==> config.mk <==
export PLATFORM = sky130hd
export DESIGN_NAME = grid_maze_dfs_path_finder
export DESIGN_NICKNAME = d
export VERILOG_FILES = /design/src/rtl/gm_dfs_pkg.sv /design/src/rtl/grid_maze_dfs_path_finder.sv
export SDC_FILE = /design/constraint.sdc
export NUM_CORES = 1
export LEC_CHECK = 0
export BUFFER_PORTS_ARGS = -buffer_cell sky130_fd_sc_hd__clkbuf_2
export CORE_UTILIZATION = 30
export CTS_BUF_LIST = sky130_fd_sc_hd__clkbuf_8 sky130_fd_sc_hd__clkbuf_16
export DETAILED_ROUTE_END_ITERATION = 16
export PLACE_DENSITY_LB_ADDON = 0.25
export SYNTH_ARGS = -nofsm -noshare
export SYNTH_HDL_FRONTEND = slang
export SYNTH_SLANG_ARGS = --single-unit
==> constraint.sdc <==
create_clock -name clk -period 7.3 [get_ports clk]
set_clock_uncertainty 0.1 [all_clocks]
set_input_delay 1.095 -clock clk [delete_from_list [all_inputs] [get_ports clk]]
set_output_delay 1.095 -clock clk [all_outputs]
set_load 0.02 [all_outputs]
==> src/rtl/gm_dfs_pkg.sv <==
`timescale 1ns / 1ps
`default_nettype none

package gm_dfs_pkg;

  // grid geometry
  localparam int SIDE      = 8;
  localparam int CELLS     = SIDE * SIDE;
  localparam int CELL_W    = $clog2(CELLS);
  localparam int COORD_W   = 3;
  localparam int STACK_MAX = 64;
  localparam int SADDR_W   = $clog2(STACK_MAX);
  localparam int DEPTH_W   = $clog2(STACK_MAX + 1);

  // neighbor order tried from each cell, DIR_DONE once all four are used
  typedef enum logic [2:0] {
    DIR_DOWN  = 3'd0,
    DIR_RIGHT = 3'd1,
    DIR_UP    = 3'd2,
    DIR_LEFT  = 3'd3,
    DIR_DONE  = 3'd4
  } dir_t;

  typedef logic [COORD_W-1:0] coord_t;
  typedef logic [DEPTH_W-1:0] depth_t;

  // one path stack entry
  typedef struct packed {
    coord_t row;
    coord_t col;
    dir_t   dir;
  } stk_entry_t;

  // bit position of a cell in the open and visited maps
  function automatic logic [CELL_W-1:0] cell_idx(coord_t r, coord_t c);
    return CELL_W'(int'(r) * SIDE + int'(c));
  endfunction

endpackage

`default_nettype wire

==> src/rtl/grid_maze_dfs_path_finder.sv <==
`timescale 1ns / 1ps
`default_nettype none

// Depth-first maze path finder over an 8x8 grid of open/blocked cells held in
// cfg_wr_data (bit row*8+col, 1 = open). One request item carries a start and
// a goal cell; the block answers with the path cells from start to goal
// (found=1, last on the goal), a single found=1 item on the goal when the
// start is the goal, or a single item with found=0 and cell 0,0. A request
// first checks the start, then tries one direction per search step (a push
// happens in that same step) and backtracks by reading the entry below the
// top back from the stack RAM (S_STEP, then S_LOAD). A found path leaves
// while the output is free: each cell read from the RAM (S_E_RD, then
// S_E_LD), then the top cell and the goal (S_E_TOP, S_E_GOAL; with a full
// stack the top cell is last and no goal item follows). A backtrack clears
// the visited mark, so a cell is tried again along every simple path that
// reaches it: search time follows the number of such paths and grows
// exponentially with an open area that does not lead to the goal.
// in_tready is low for the whole request.
module grid_maze_dfs_path_finder (
  input  wire logic                              clk,
  input  wire logic                              rst_n,
  // configuration
  input  wire logic                              cfg_wr_en,
  input  wire logic [gm_dfs_pkg::CELLS-1:0]      cfg_wr_data,
  // request channel
  input  wire logic                              in_tvalid,
  output      logic                              in_tready,
  input  wire logic [15:0]                       in_tdata,  // start_row, start_col, goal_row, goal_col
  // result channel
  output      logic                              out_tvalid,
  input  wire logic                              out_tready,
  output      logic [7:0]                        out_tdata, // cell_row, cell_col
  output      logic                              out_tuser, // found
  output      logic                              out_tlast  // last
);
  import gm_dfs_pkg::*;

  typedef enum logic [3:0] {
    S_IDLE,
    S_START,
    S_STEP,
    S_LOAD,
    S_E_RD,
    S_E_LD,
    S_E_TOP,
    S_E_GOAL,
    S_SINGLE
  } state_t;

  state_t                  state_r, state_nxt;
  logic [CELLS-1:0]        open_cells_r;
  logic [CELLS-1:0]        visited_r, visited_nxt;
  coord_t                  start_row_r, start_row_nxt;
  coord_t                  start_col_r, start_col_nxt;
  coord_t                  goal_row_r, goal_row_nxt;
  coord_t                  goal_col_r, goal_col_nxt;
  coord_t                  top_row_r, top_row_nxt;
  coord_t                  top_col_r, top_col_nxt;
  dir_t                    top_dir_r, top_dir_nxt;
  depth_t                  depth_r, depth_nxt;
  logic [SADDR_W-1:0]      emit_idx_r, emit_idx_nxt;
  logic                    found_r, found_nxt;
  logic                    out_valid_r, out_valid_nxt;
  coord_t                  out_row_r, out_row_nxt;
  coord_t                  out_col_r, out_col_nxt;
  logic                    out_found_r, out_found_nxt;
  logic                    out_last_r, out_last_nxt;

  // stack RAM
  stk_entry_t              stack_mem [STACK_MAX];
  stk_entry_t              rd_data_r;
  logic                    mem_we;
  logic [SADDR_W-1:0]      mem_waddr;
  stk_entry_t              mem_wdata;
  logic [SADDR_W-1:0]      mem_raddr;

  // neighbor under test
  logic [COORD_W:0]        nr4, nc4;
  logic                    nb_in_grid, nb_enter, nb_goal;
  logic [CELL_W-1:0]       top_idx, nb_idx, start_idx;
  logic                    out_free;
  depth_t                  depth_dec;
  dir_t                    dir_inc;

  assign in_tready  = (state_r == S_IDLE);
  assign out_tvalid = out_valid_r;
  assign out_tdata  = {2'b00, out_col_r, out_row_r};
  assign out_tuser  = out_found_r;
  assign out_tlast  = out_last_r;

  assign out_free  = !out_valid_r || out_tready;
  assign top_idx   = cell_idx(top_row_r, top_col_r);
  assign start_idx = cell_idx(start_row_r, start_col_r);
  assign depth_dec = depth_r - depth_t'(1);
  assign dir_inc   = dir_t'(top_dir_r + 3'd1);

  // neighbor coordinates, one bit wider so that steps off the grid stay apart
  always_comb begin
    nr4 = {1'b0, top_row_r};
    nc4 = {1'b0, top_col_r};
    case (top_dir_r)
      DIR_DOWN:  nr4 = {1'b0, top_row_r} + 4'd1;
      DIR_RIGHT: nc4 = {1'b0, top_col_r} + 4'd1;
      DIR_UP:    nr4 = {1'b0, top_row_r} - 4'd1;
      DIR_LEFT:  nc4 = {1'b0, top_col_r} - 4'd1;
      default: ;
    endcase
  end

  assign nb_idx     = cell_idx(nr4[COORD_W-1:0], nc4[COORD_W-1:0]);
  assign nb_in_grid = (nr4 < 4'(SIDE)) && (nc4 < 4'(SIDE));
  assign nb_enter   = nb_in_grid && open_cells_r[nb_idx] && !visited_r[nb_idx];
  assign nb_goal    = (nr4 == {1'b0, goal_row_r}) && (nc4 == {1'b0, goal_col_r});

  // search and readout sequencer
  always_comb begin
    state_nxt     = state_r;
    visited_nxt   = visited_r;
    start_row_nxt = start_row_r;
    start_col_nxt = start_col_r;
    goal_row_nxt  = goal_row_r;
    goal_col_nxt  = goal_col_r;
    top_row_nxt   = top_row_r;
    top_col_nxt   = top_col_r;
    top_dir_nxt   = top_dir_r;
    depth_nxt     = depth_r;
    emit_idx_nxt  = emit_idx_r;
    found_nxt     = found_r;
    out_valid_nxt = out_valid_r && !out_tready;
    out_row_nxt   = out_row_r;
    out_col_nxt   = out_col_r;
    out_found_nxt = out_found_r;
    out_last_nxt  = out_last_r;
    mem_we        = 1'b0;
    mem_waddr     = depth_dec[SADDR_W-1:0];
    mem_wdata     = '{row: top_row_r, col: top_col_r, dir: dir_inc};
    mem_raddr     = emit_idx_r;

    unique case (state_r)
      S_IDLE: begin
        if (in_tvalid) begin
          start_row_nxt = in_tdata[2:0];
          start_col_nxt = in_tdata[5:3];
          goal_row_nxt  = in_tdata[8:6];
          goal_col_nxt  = in_tdata[11:9];
          state_nxt     = S_START;
        end
      end

      S_START: begin
        if (start_row_r == goal_row_r && start_col_r == goal_col_r) begin
          found_nxt = 1'b1;
          state_nxt = S_SINGLE;
        end else if ({1'b0, start_row_r} >= 4'(SIDE) || {1'b0, start_col_r} >= 4'(SIDE) ||
                     !open_cells_r[start_idx]) begin
          found_nxt = 1'b0;
          state_nxt = S_SINGLE;
        end else begin
          top_row_nxt = start_row_r;
          top_col_nxt = start_col_r;
          top_dir_nxt = DIR_DOWN;
          depth_nxt   = depth_t'(1);
          visited_nxt = '0;
          visited_nxt[start_idx] = 1'b1;
          state_nxt   = S_STEP;
        end
      end

      S_STEP: begin
        if (top_dir_r == DIR_DONE) begin
          // backtrack
          visited_nxt[top_idx] = 1'b0;
          depth_nxt = depth_dec;
          if (depth_r == depth_t'(1)) begin
            found_nxt = 1'b0;
            state_nxt = S_SINGLE;
          end else begin
            mem_raddr = SADDR_W'(depth_r - depth_t'(2));
            state_nxt = S_LOAD;
          end
        end else begin
          top_dir_nxt = dir_inc;
          if (nb_goal) begin
            emit_idx_nxt = '0;
            state_nxt    = S_E_RD;
          end else if (nb_enter && depth_r < depth_t'(STACK_MAX)) begin
            // push: park the current top in the RAM
            mem_we      = 1'b1;
            top_row_nxt = nr4[COORD_W-1:0];
            top_col_nxt = nc4[COORD_W-1:0];
            top_dir_nxt = DIR_DOWN;
            depth_nxt   = depth_r + depth_t'(1);
            visited_nxt[nb_idx] = 1'b1;
          end
        end
      end

      S_LOAD: begin
        top_row_nxt = rd_data_r.row;
        top_col_nxt = rd_data_r.col;
        top_dir_nxt = rd_data_r.dir;
        state_nxt   = S_STEP;
      end

      S_E_RD: begin
        if (depth_t'({1'b0, emit_idx_r}) + depth_t'(1) < depth_r) begin
          mem_raddr = emit_idx_r;
          state_nxt = S_E_LD;
        end else begin
          state_nxt = S_E_TOP;
        end
      end

      S_E_LD: begin
        if (out_free) begin
          out_valid_nxt = 1'b1;
          out_row_nxt   = rd_data_r.row;
          out_col_nxt   = rd_data_r.col;
          out_found_nxt = 1'b1;
          out_last_nxt  = 1'b0;
          emit_idx_nxt  = emit_idx_r + SADDR_W'(1);
          state_nxt     = S_E_RD;
        end
      end

      S_E_TOP: begin
        if (out_free) begin
          out_valid_nxt = 1'b1;
          out_row_nxt   = top_row_r;
          out_col_nxt   = top_col_r;
          out_found_nxt = 1'b1;
          // a full stack leaves no room for the goal item
          out_last_nxt  = (depth_r == depth_t'(STACK_MAX));
          state_nxt     = (depth_r == depth_t'(STACK_MAX)) ? S_IDLE : S_E_GOAL;
        end
      end

      S_E_GOAL: begin
        if (out_free) begin
          out_valid_nxt = 1'b1;
          out_row_nxt   = goal_row_r;
          out_col_nxt   = goal_col_r;
          out_found_nxt = 1'b1;
          out_last_nxt  = 1'b1;
          state_nxt     = S_IDLE;
        end
      end

      S_SINGLE: begin
        if (out_free) begin
          out_valid_nxt = 1'b1;
          out_row_nxt   = found_r ? goal_row_r : '0;
          out_col_nxt   = found_r ? goal_col_r : '0;
          out_found_nxt = found_r;
          out_last_nxt  = 1'b1;
          state_nxt     = S_IDLE;
        end
      end

      default: state_nxt = S_IDLE;
    endcase
  end

  // state and registered outputs
  always_ff @(posedge clk) begin
    if (!rst_n) begin
      state_r      <= S_IDLE;
      open_cells_r <= '0;
      visited_r    <= '0;
      depth_r      <= '0;
      out_valid_r  <= 1'b0;
    end else begin
      state_r     <= state_nxt;
      visited_r   <= visited_nxt;
      depth_r     <= depth_nxt;
      out_valid_r <= out_valid_nxt;
      if (cfg_wr_en) begin
        open_cells_r <= cfg_wr_data;
      end
    end
    start_row_r <= start_row_nxt;
    start_col_r <= start_col_nxt;
    goal_row_r  <= goal_row_nxt;
    goal_col_r  <= goal_col_nxt;
    top_row_r   <= top_row_nxt;
    top_col_r   <= top_col_nxt;
    top_dir_r   <= top_dir_nxt;
    emit_idx_r  <= emit_idx_nxt;
    found_r     <= found_nxt;
    out_row_r   <= out_row_nxt;
    out_col_r   <= out_col_nxt;
    out_found_r <= out_found_nxt;
    out_last_r  <= out_last_nxt;
  end

  // stack RAM, one write and one registered read per cycle
  always_ff @(posedge clk) begin
    if (mem_we) begin
      stack_mem[mem_waddr] <= mem_wdata;
    end
    rd_data_r <= stack_mem[mem_raddr];
  end

  // checks
  a_depth_max: assert property (@(posedge clk) disable iff (!rst_n)
    depth_r <= depth_t'(STACK_MAX))
    else $error("stack depth above its limit");

  a_step_nonempty: assert property (@(posedge clk) disable iff (!rst_n)
    (state_r == S_STEP || state_r == S_LOAD) |-> depth_r != '0)
    else $error("search running on an empty stack");

  a_visited_count: assert property (@(posedge clk) disable iff (!rst_n)
    (state_r == S_STEP || state_r == S_LOAD) |-> $countones(visited_r) == int'(depth_r))
    else $error("visited map out of step with the stack");

  a_top_visited: assert property (@(posedge clk) disable iff (!rst_n)
    state_r == S_STEP |-> visited_r[top_idx])
    else $error("top of stack not marked visited");

endmodule

`default_nettype wire

==> impl_metrics.py, run 1 <==
metrics = {
    "outcome": {
        "outcome": "finished, final reports clean",
    },
    "sta": {
        "fin_ws_ns": 1.04,
        "max_slew_margin_pct": 8.24,
        "fin_crit_ns": 6.26,
        "maxSlewViolCount": 0,
        "fin_crit_sh_pct": 85.8,
        "hold_violations": 0,
        "rsz0062_at_grt": "no",
        "setup-tns-final_ns": 0,
        "setup_viol": 0,
        "fmax_mhz": 160,
        "worst_pin_slew_ns": 1.37,
    },
    "power": {
        "power_density_nw_per_um2": 297,
        "switching_share_pct": 31.4,
        "p_int_mw": 8.11,
        "seqPwrFrac_pct": 45.1,
        "pwr-share-comb_pct": 20.5,
        "clkPwrFrac_pct": 34.4,
        "ir_drop_uv": 165,
        "p_sw_mw": 3.72,
        "p_leak_nw": 13.8,
    },
    "yosys": {
        "synth.avg_cell_area_um2": 14.2,
        "async_flop_share_pct": 0,
        "synthesis.area_um2": 34500,
        "synth_edf_count": 612,
        "ys.flop_type": "edfxtp_1",
        "synthTopCellsByArea": "edfxtp_1, mux4_2, dfxtp_1",
        "synth_top_area_share_pct": 53.3,
        "yosys.area.top_type": "edfxtp_1",
        "yosysWarnings": 0,
        "synth_seq_cells": 761,
        "synth.distinct_cells": 75,
        "synth_cells": 2425,
        "yosysSeqAreaShare_pct": 62.0,
    },
    "floorplanning": {
        "design.core.area_um2": 113000,
        "fp.dieH_um": 341,
        "die-width_um": 341,
        "fp-row-count": 123,
        "start_util_pct": 30.5,
        "dieArea_um2": 116000,
        "io-pin-count": 97,
    },
    "cts": {
        "cts_buffers": 84,
        "clk_path_buf_depth": 3,
        "cts_setup_buffers": 0,
        "cts_resized": 0,
        "holdBufCountCts": 0,
        "clk_latency_ns": 0.68,
        "root_buffer": "clkbuf_16",
        "tritoncts": "built",
        "clock_sinks": 761,
        "cts_max_level": 3,
        "clk_pin_slew_worst_paths_ns": 0.06,
    },
    "cells_and_area": {
        "stdcell_area_um2": 39800,
        "area_growth_pct": 15.4,
        "diodes": 0,
        "drive_gt1_share_pct": 20.7,
        "finalNonFillerCells": 4122,
        "nets": 2661,
        "fin_util_pct": 35.2,
    },
    "place": {
        "pre_cts_ws_ns": 1.05,
        "numPlacedInstances": 3967,
        "gp_congestion": 0.913,
        "portBuffers": 90,
        "dpl_cell_area_um2": 37100,
        "dpl.hpwl_mm": 62.3,
    },
    "detailed_routing": {
        "viasPerCell": 5.40,
        "drc_errors": 0,
        "drt_iter0_drc": 2277,
        "ant_nets": 0,
        "dr.pass1.iters": 8,
        "wl_mm": 99.8,
        "avgRoutedWirePerCell_um": 24.2,
        "vias": 22256,
    },
    "worst_setup_path": {
        "slowest_stage": "xor2_1",
        "path_cells": "ha_1, ha_1, xor2_1, ha_1, a21oi_1, xor2_1, buf_4, mux4_2, nand2_1, a21oi_1, a211o_1, or4_4, nor4_2, buf_4, nand2_1, nor2_1, buf_4",
        "slowest_delay_ns": 0.91,
        "critPathArrivalTime_ns": 6.54,
        "crit_path_end_kind": "flip-flop",
        "path_class": "flip-flop to flip-flop",
        "crit_buf_inv": 3,
        "start_kind": "flip-flop",
        "path_max_fanout": 11,
        "cp.required_ns": 7.58,
        "cp_top_family": "simple AND/OR/NAND/NOR gates",
    },
    "flow_run": {
        "maxCapViolCount": 0,
    },
    "global_routing": {
        "grt_pass1_wl_mm": 147,
        "grt_pass1_vias": 22084,
        "antenna_found_initial": 0,
        "grtUsageTotal_pct": 16.8,
        "grt-ovfl-total": 0,
        "grt_start_max_net_pins": 93,
    },
    "hold_path": {
        "hold_class": "flip-flop to flip-flop",
    },
}
layout by cell type, fill, tap and decap left out, drive strengths merged, types with 22 or more instances in the layout:
master	count
a21oi	130
mux4	160
mux2i	196
edfxtp	612
o31ai	67
buf	133
ha	22
nand2	124
clkbuf	176
dfxtp	149
o21ai	111
nor2	175
nor3	23
xnor2	30
clkinv	37
inv	53
nand3	44
nor2b	39
a22oi	43
o211ai	26
a211oi	30
sequential cells by signal, indices dropped and copies added, names as in the netlist, 4 cells and up:
signal and cells:
stack_mem 576, open_cells_r 64, visited_r 64, rd_data_r 9, depth_r 7, emit_idx_r 6, state_r 4
per-stage QoR:
stage,hold WS (ns),power (mW)
floorplan,0.370,6.83
global placement,0.403,7.73
detailed placement,0.413,7.78
CTS,0.430,11.9
global route,0.452,12.3
finish,0.426,11.8
cell usage after synthesis, types with 15 or more instances:
library cell,number
buf_1,21
nor2b_1,39
ha_1,22
nand2_1,124
o221a_2,15
buf_2,45
nand3_1,44
edfxtp_1,612
o31ai_1,67
a211oi_1,30
o21ai_0,107
xnor2_1,29
dfxtp_1,149
mux2i_1,196
nor3_1,23
mux4_2,160
o211ai_1,26
inv_1,27
a22oi_1,43
a21oi_1,130
nor2_1,175
clkbuf_1,106
cell type report:
| cell class | instances | area, um^2 |
|---|---|---|
| timing repair buffer | 222 | 1510 |
| inverter | 30 | 113 |
| sequential | 761 | 21400 |
| clock inverter | 68 | 505 |
| clock buffer | 87 | 2150 |
| tap | 1500 | 1880 |
| multi-input combinational | 1454 | 12300 |
| fill | 10776 | 73300 |
tightest hold or removal path, cell delays in order (launching register included):
cell and delay (ns):
dfxtp_1 0.34, mux2i_1 0.07, nor2_1 0.08
layer usage:
layer	GRT usage, %	vias up	routed length (um)
met4	4.59	0	2320
met1	23.8	11345	44800
met2	26.7	924	46100
li1	-	9836	-
met5	0	-	0
met3	2.83	151	6600
power groups by stage:
| stage | Clock, mW | Sequential, mW | Combinational [mW] |
|---|---|---|---|
| 3_5_place_dp | 0 | 5.41 | 2.38 |
| 2_1_floorplan | 0 | 5.38 | 1.45 |
| 4_1_cts | 4.17 | 5.32 | 2.38 |
| 5_1_grt | 4.33 | 5.35 | 2.58 |
| 6_report | 4.07 | 5.33 | 2.42 |
| 3_3_place_gp | 0 | 5.40 | 2.33 |
logic make-up after synthesis:
family / count (synthesis) / synth area share, %
multiplexers: 364 / 16.4
adder cells (fa/ha/maj): 23 / 0.857
buffers and inverters: 211 / 2.63
flip-flops: 761 / 62.0
other: 1 / 0.0109
XOR/XNOR: 38 / 1.02
AND/OR/NAND/NOR: 499 / 6.85
AO/OA/AOI/OAI: 528 / 10.2
final timing paths:
check / start / end / slack [ns] / depth (start not counted)
hold reg to reg: open_cells_r[60] / open_cells_r[60] / 0.43 / 2
setup reg to reg: top_dir_r[0] / stack_mem[25][2] / 1.04 / 17
hold / removal: open_cells_r[60] / open_cells_r[60] / 0.43 / 2
setup / recovery: top_dir_r[0] / stack_mem[25][2] / 1.04 / 17
Power figures use the tool's default switching activity.
==> inputs of run 2 (changes only) <==
--- a/config.mk
+++ b/config.mk
@@ -8,2 +8,3 @@
 export BUFFER_PORTS_ARGS = -buffer_cell sky130_fd_sc_hd__clkbuf_2
+export CAP_MARGIN = 0
 export CORE_UTILIZATION = 30
@@ -11,3 +12,3 @@
 export DETAILED_ROUTE_END_ITERATION = 16
-export PLACE_DENSITY_LB_ADDON = 0.25
+export PLACE_DENSITY = 0.41
 export SYNTH_ARGS = -nofsm -noshare
--- a/constraint.sdc
+++ b/constraint.sdc
@@ -4,2 +4,2 @@
 set_output_delay 1.095 -clock clk [all_outputs]
-set_load 0.02 [all_outputs]
+set_load 0.005 [all_outputs]
==> run 2 against run 1 <==
Net effect: core utilization is 0.26 points higher; cell count barely moved; first-iteration DRC count fell by 1.7%; wire length up 7.8%; global-route usage is 1.5 points higher; maximum frequency shrank 4.8%; sequential power hardly changed; combinational power about the same; critical path type unchanged.
==> impl_metrics.py, run 2 (same netlist as run 1, synthesis figures left out) <==
metrics = {
    "outcome": {
        "outcome": "finished, final reports clean",
    },
    "cells_and_area": {
        "largestRegisters": "stack_mem (576), open_cells_r (64), visited_r (64)",
        "area_growth_pct": 16.3,
        "ff_latch_area_um2": 21400,
        "top_register": "stack_mem",
        "nets": 2662,
        "layout_common_cells": "edfxtp_1, mux2i_1, nor2_1",
        "finalNonFillerCells": 4126,
        "nFillCells": 10924,
        "multi_input_area_um2": 12300,
        "largest_reg_flops": 576,
        "fin_util_pct": 35.4,
        "drive_gt1_share_pct": 21.3,
        "final_common_cell": "edfxtp_1",
    },
    "worst_setup_path": {
        "cp.required_ns": 7.73,
        "crit_buf_inv": 2,
        "start_kind": "flip-flop",
        "crit_path_end_kind": "flip-flop",
        "path_class": "flip-flop to flip-flop",
        "path_max_fanout": 45,
        "crit_path_frequent_cell": "ha_1",
        "critPathArrivalTime_ns": 7.01,
        "cp_top_family": "simple AND/OR/NAND/NOR gates",
        "slowest_stage": "or2_2",
        "slowest_delay_ns": 0.90,
        "path_cells": "ha_1, ha_1, xor2_1, ha_1, and3b_1, a21o_1, buf_4, a311oi_1, o32ai_1, or4_1, a211o_1, or4_4, a2111oi_4, or2_2, buf_4, a21oi_1",
    },
    "detailed_routing": {
        "ant_nets": 0,
        "wl_mm": 108,
        "dr.pass1.iters": 6,
        "drc_errors": 0,
        "drt_iter0_drc": 2238,
        "vias": 22261,
        "avgRoutedWirePerCell_um": 26.1,
        "viasPerCell": 5.40,
    },
    "floorplanning": {
        "io-pin-count": 97,
        "die-width_um": 341,
        "fp-row-count": 123,
        "start_util_pct": 30.5,
        "design.core.area_um2": 113000,
        "dieArea_um2": 116000,
        "fp.dieH_um": 341,
    },
    "global_routing": {
        "grt-ovfl-total": 0,
        "grtUsageTotal_pct": 18.3,
        "antenna_found_initial": 0,
        "grt_pass1_wl_mm": 157,
        "grt_pass1_vias": 22403,
        "grt_start_max_net_pins": 94,
    },
    "place": {
        "dpl.hpwl_mm": 67.6,
        "numPlacedInstances": 3963,
        "portBuffers": 90,
        "pre_cts_ws_ns": 0.850,
        "gp_congestion": 0.876,
    },
    "cts": {
        "clk_pin_slew_worst_paths_ns": 0.06,
        "clk_latency_ns": 0.67,
        "cts_buffers": 89,
        "clk_path_buf_depth": 3,
        "cts_resized": 0,
        "holdBufCountCts": 0,
        "cts_max_level": 3,
        "clock_sinks": 761,
        "tritoncts": "built",
        "cts_setup_buffers": 0,
        "root_buffer": "clkbuf_16",
    },
    "sta": {
        "fmax_mhz": 152,
        "hold_violations": 0,
        "worst_pin_slew_ns": 1.15,
        "setup-tns-final_ns": 0,
        "whs_ns": 0.429,
        "fin_crit_sh_pct": 90.1,
        "fin_crit_ns": 6.58,
        "setup_viol": 0,
        "rsz0062_at_grt": "no",
        "max_slew_margin_pct": 23.3,
        "maxSlewViolCount": 0,
        "fin_ws_ns": 0.720,
    },
    "flow_run": {
        "maxCapViolCount": 0,
    },
    "hold_path": {
        "hold_class": "flip-flop to flip-flop",
    },
    "power": {
        "p_leak_nw": 13.9,
        "power_density_nw_per_um2": 306,
        "ir_drop_uv": 182,
    },
}
## run 2: cell types whose count changed in the layout (fill, tap and decap cells not counted), moves of 2 or more
cell       previous run  this run
clkinv_2             13        20
clkbuf_16            85        95
buf_4               128       123
inv_1                49        37
clkbuf_8              2         0
bufinv_16             4         9
clkinv_16             3         1
## run 2: cell type report
| type | count | area share [%] |
|---|---|---|
| sequential | 761 | 53.3 |
| multi-input combinational | 1454 | 30.6 |
| clock buffer | 95 | 5.93 |
| tap | 1500 | 4.68 |
| timing repair buffer | 218 | 3.72 |
| clock inverter | 67 | 1.49 |
| inverter | 30 | 0.281 |
| antenna | 1 | 0.00625 |
## run 2: worst paths after layout
path,startpoint,end,slack (ns),cells after the start
setup / recovery,top_dir_r[0],visited_r[56],0.72,16
hold / removal,open_cells_r[49],open_cells_r[49],0.43,2
hold reg to reg,open_cells_r[49],open_cells_r[49],0.43,2
setup reg to reg,top_dir_r[0],visited_r[56],0.72,16
## run 2: worst min-delay path: stages, from the launching register on
cell and delay, ns:
dfxtp_1 0.35, mux2i_1 0.07, nor2_1 0.07
## run 2: layer usage
layer	share of wire, %	vias up	global-route usage, %
li1	-	9852	-
met1	46	11390	26.5
met2	45	847	28.1
met3	6.2	172	3.00
met4	2.5	0	5.32
met5	0	-	0
## run 2: metrics by stage
stage               power (mW)  area, um^2
global placement          7.77       37100
finish                    12.3       40100
detailed placement        7.81       37100
global route              12.7       40100
CTS                       12.4       40100
floorplan                 6.81       34500
## run 2: power breakdown
| group | internal, mW | total (mW) | switching (mW) |
|---|---|---|---|
| registers | 5.11 | 5.35 | 0.239 |
| clock network | 2.67 | 4.51 | 1.85 |
| logic | 0.704 | 2.41 | 1.71 |
| total | 8.48 | 12.3 | 3.79 |
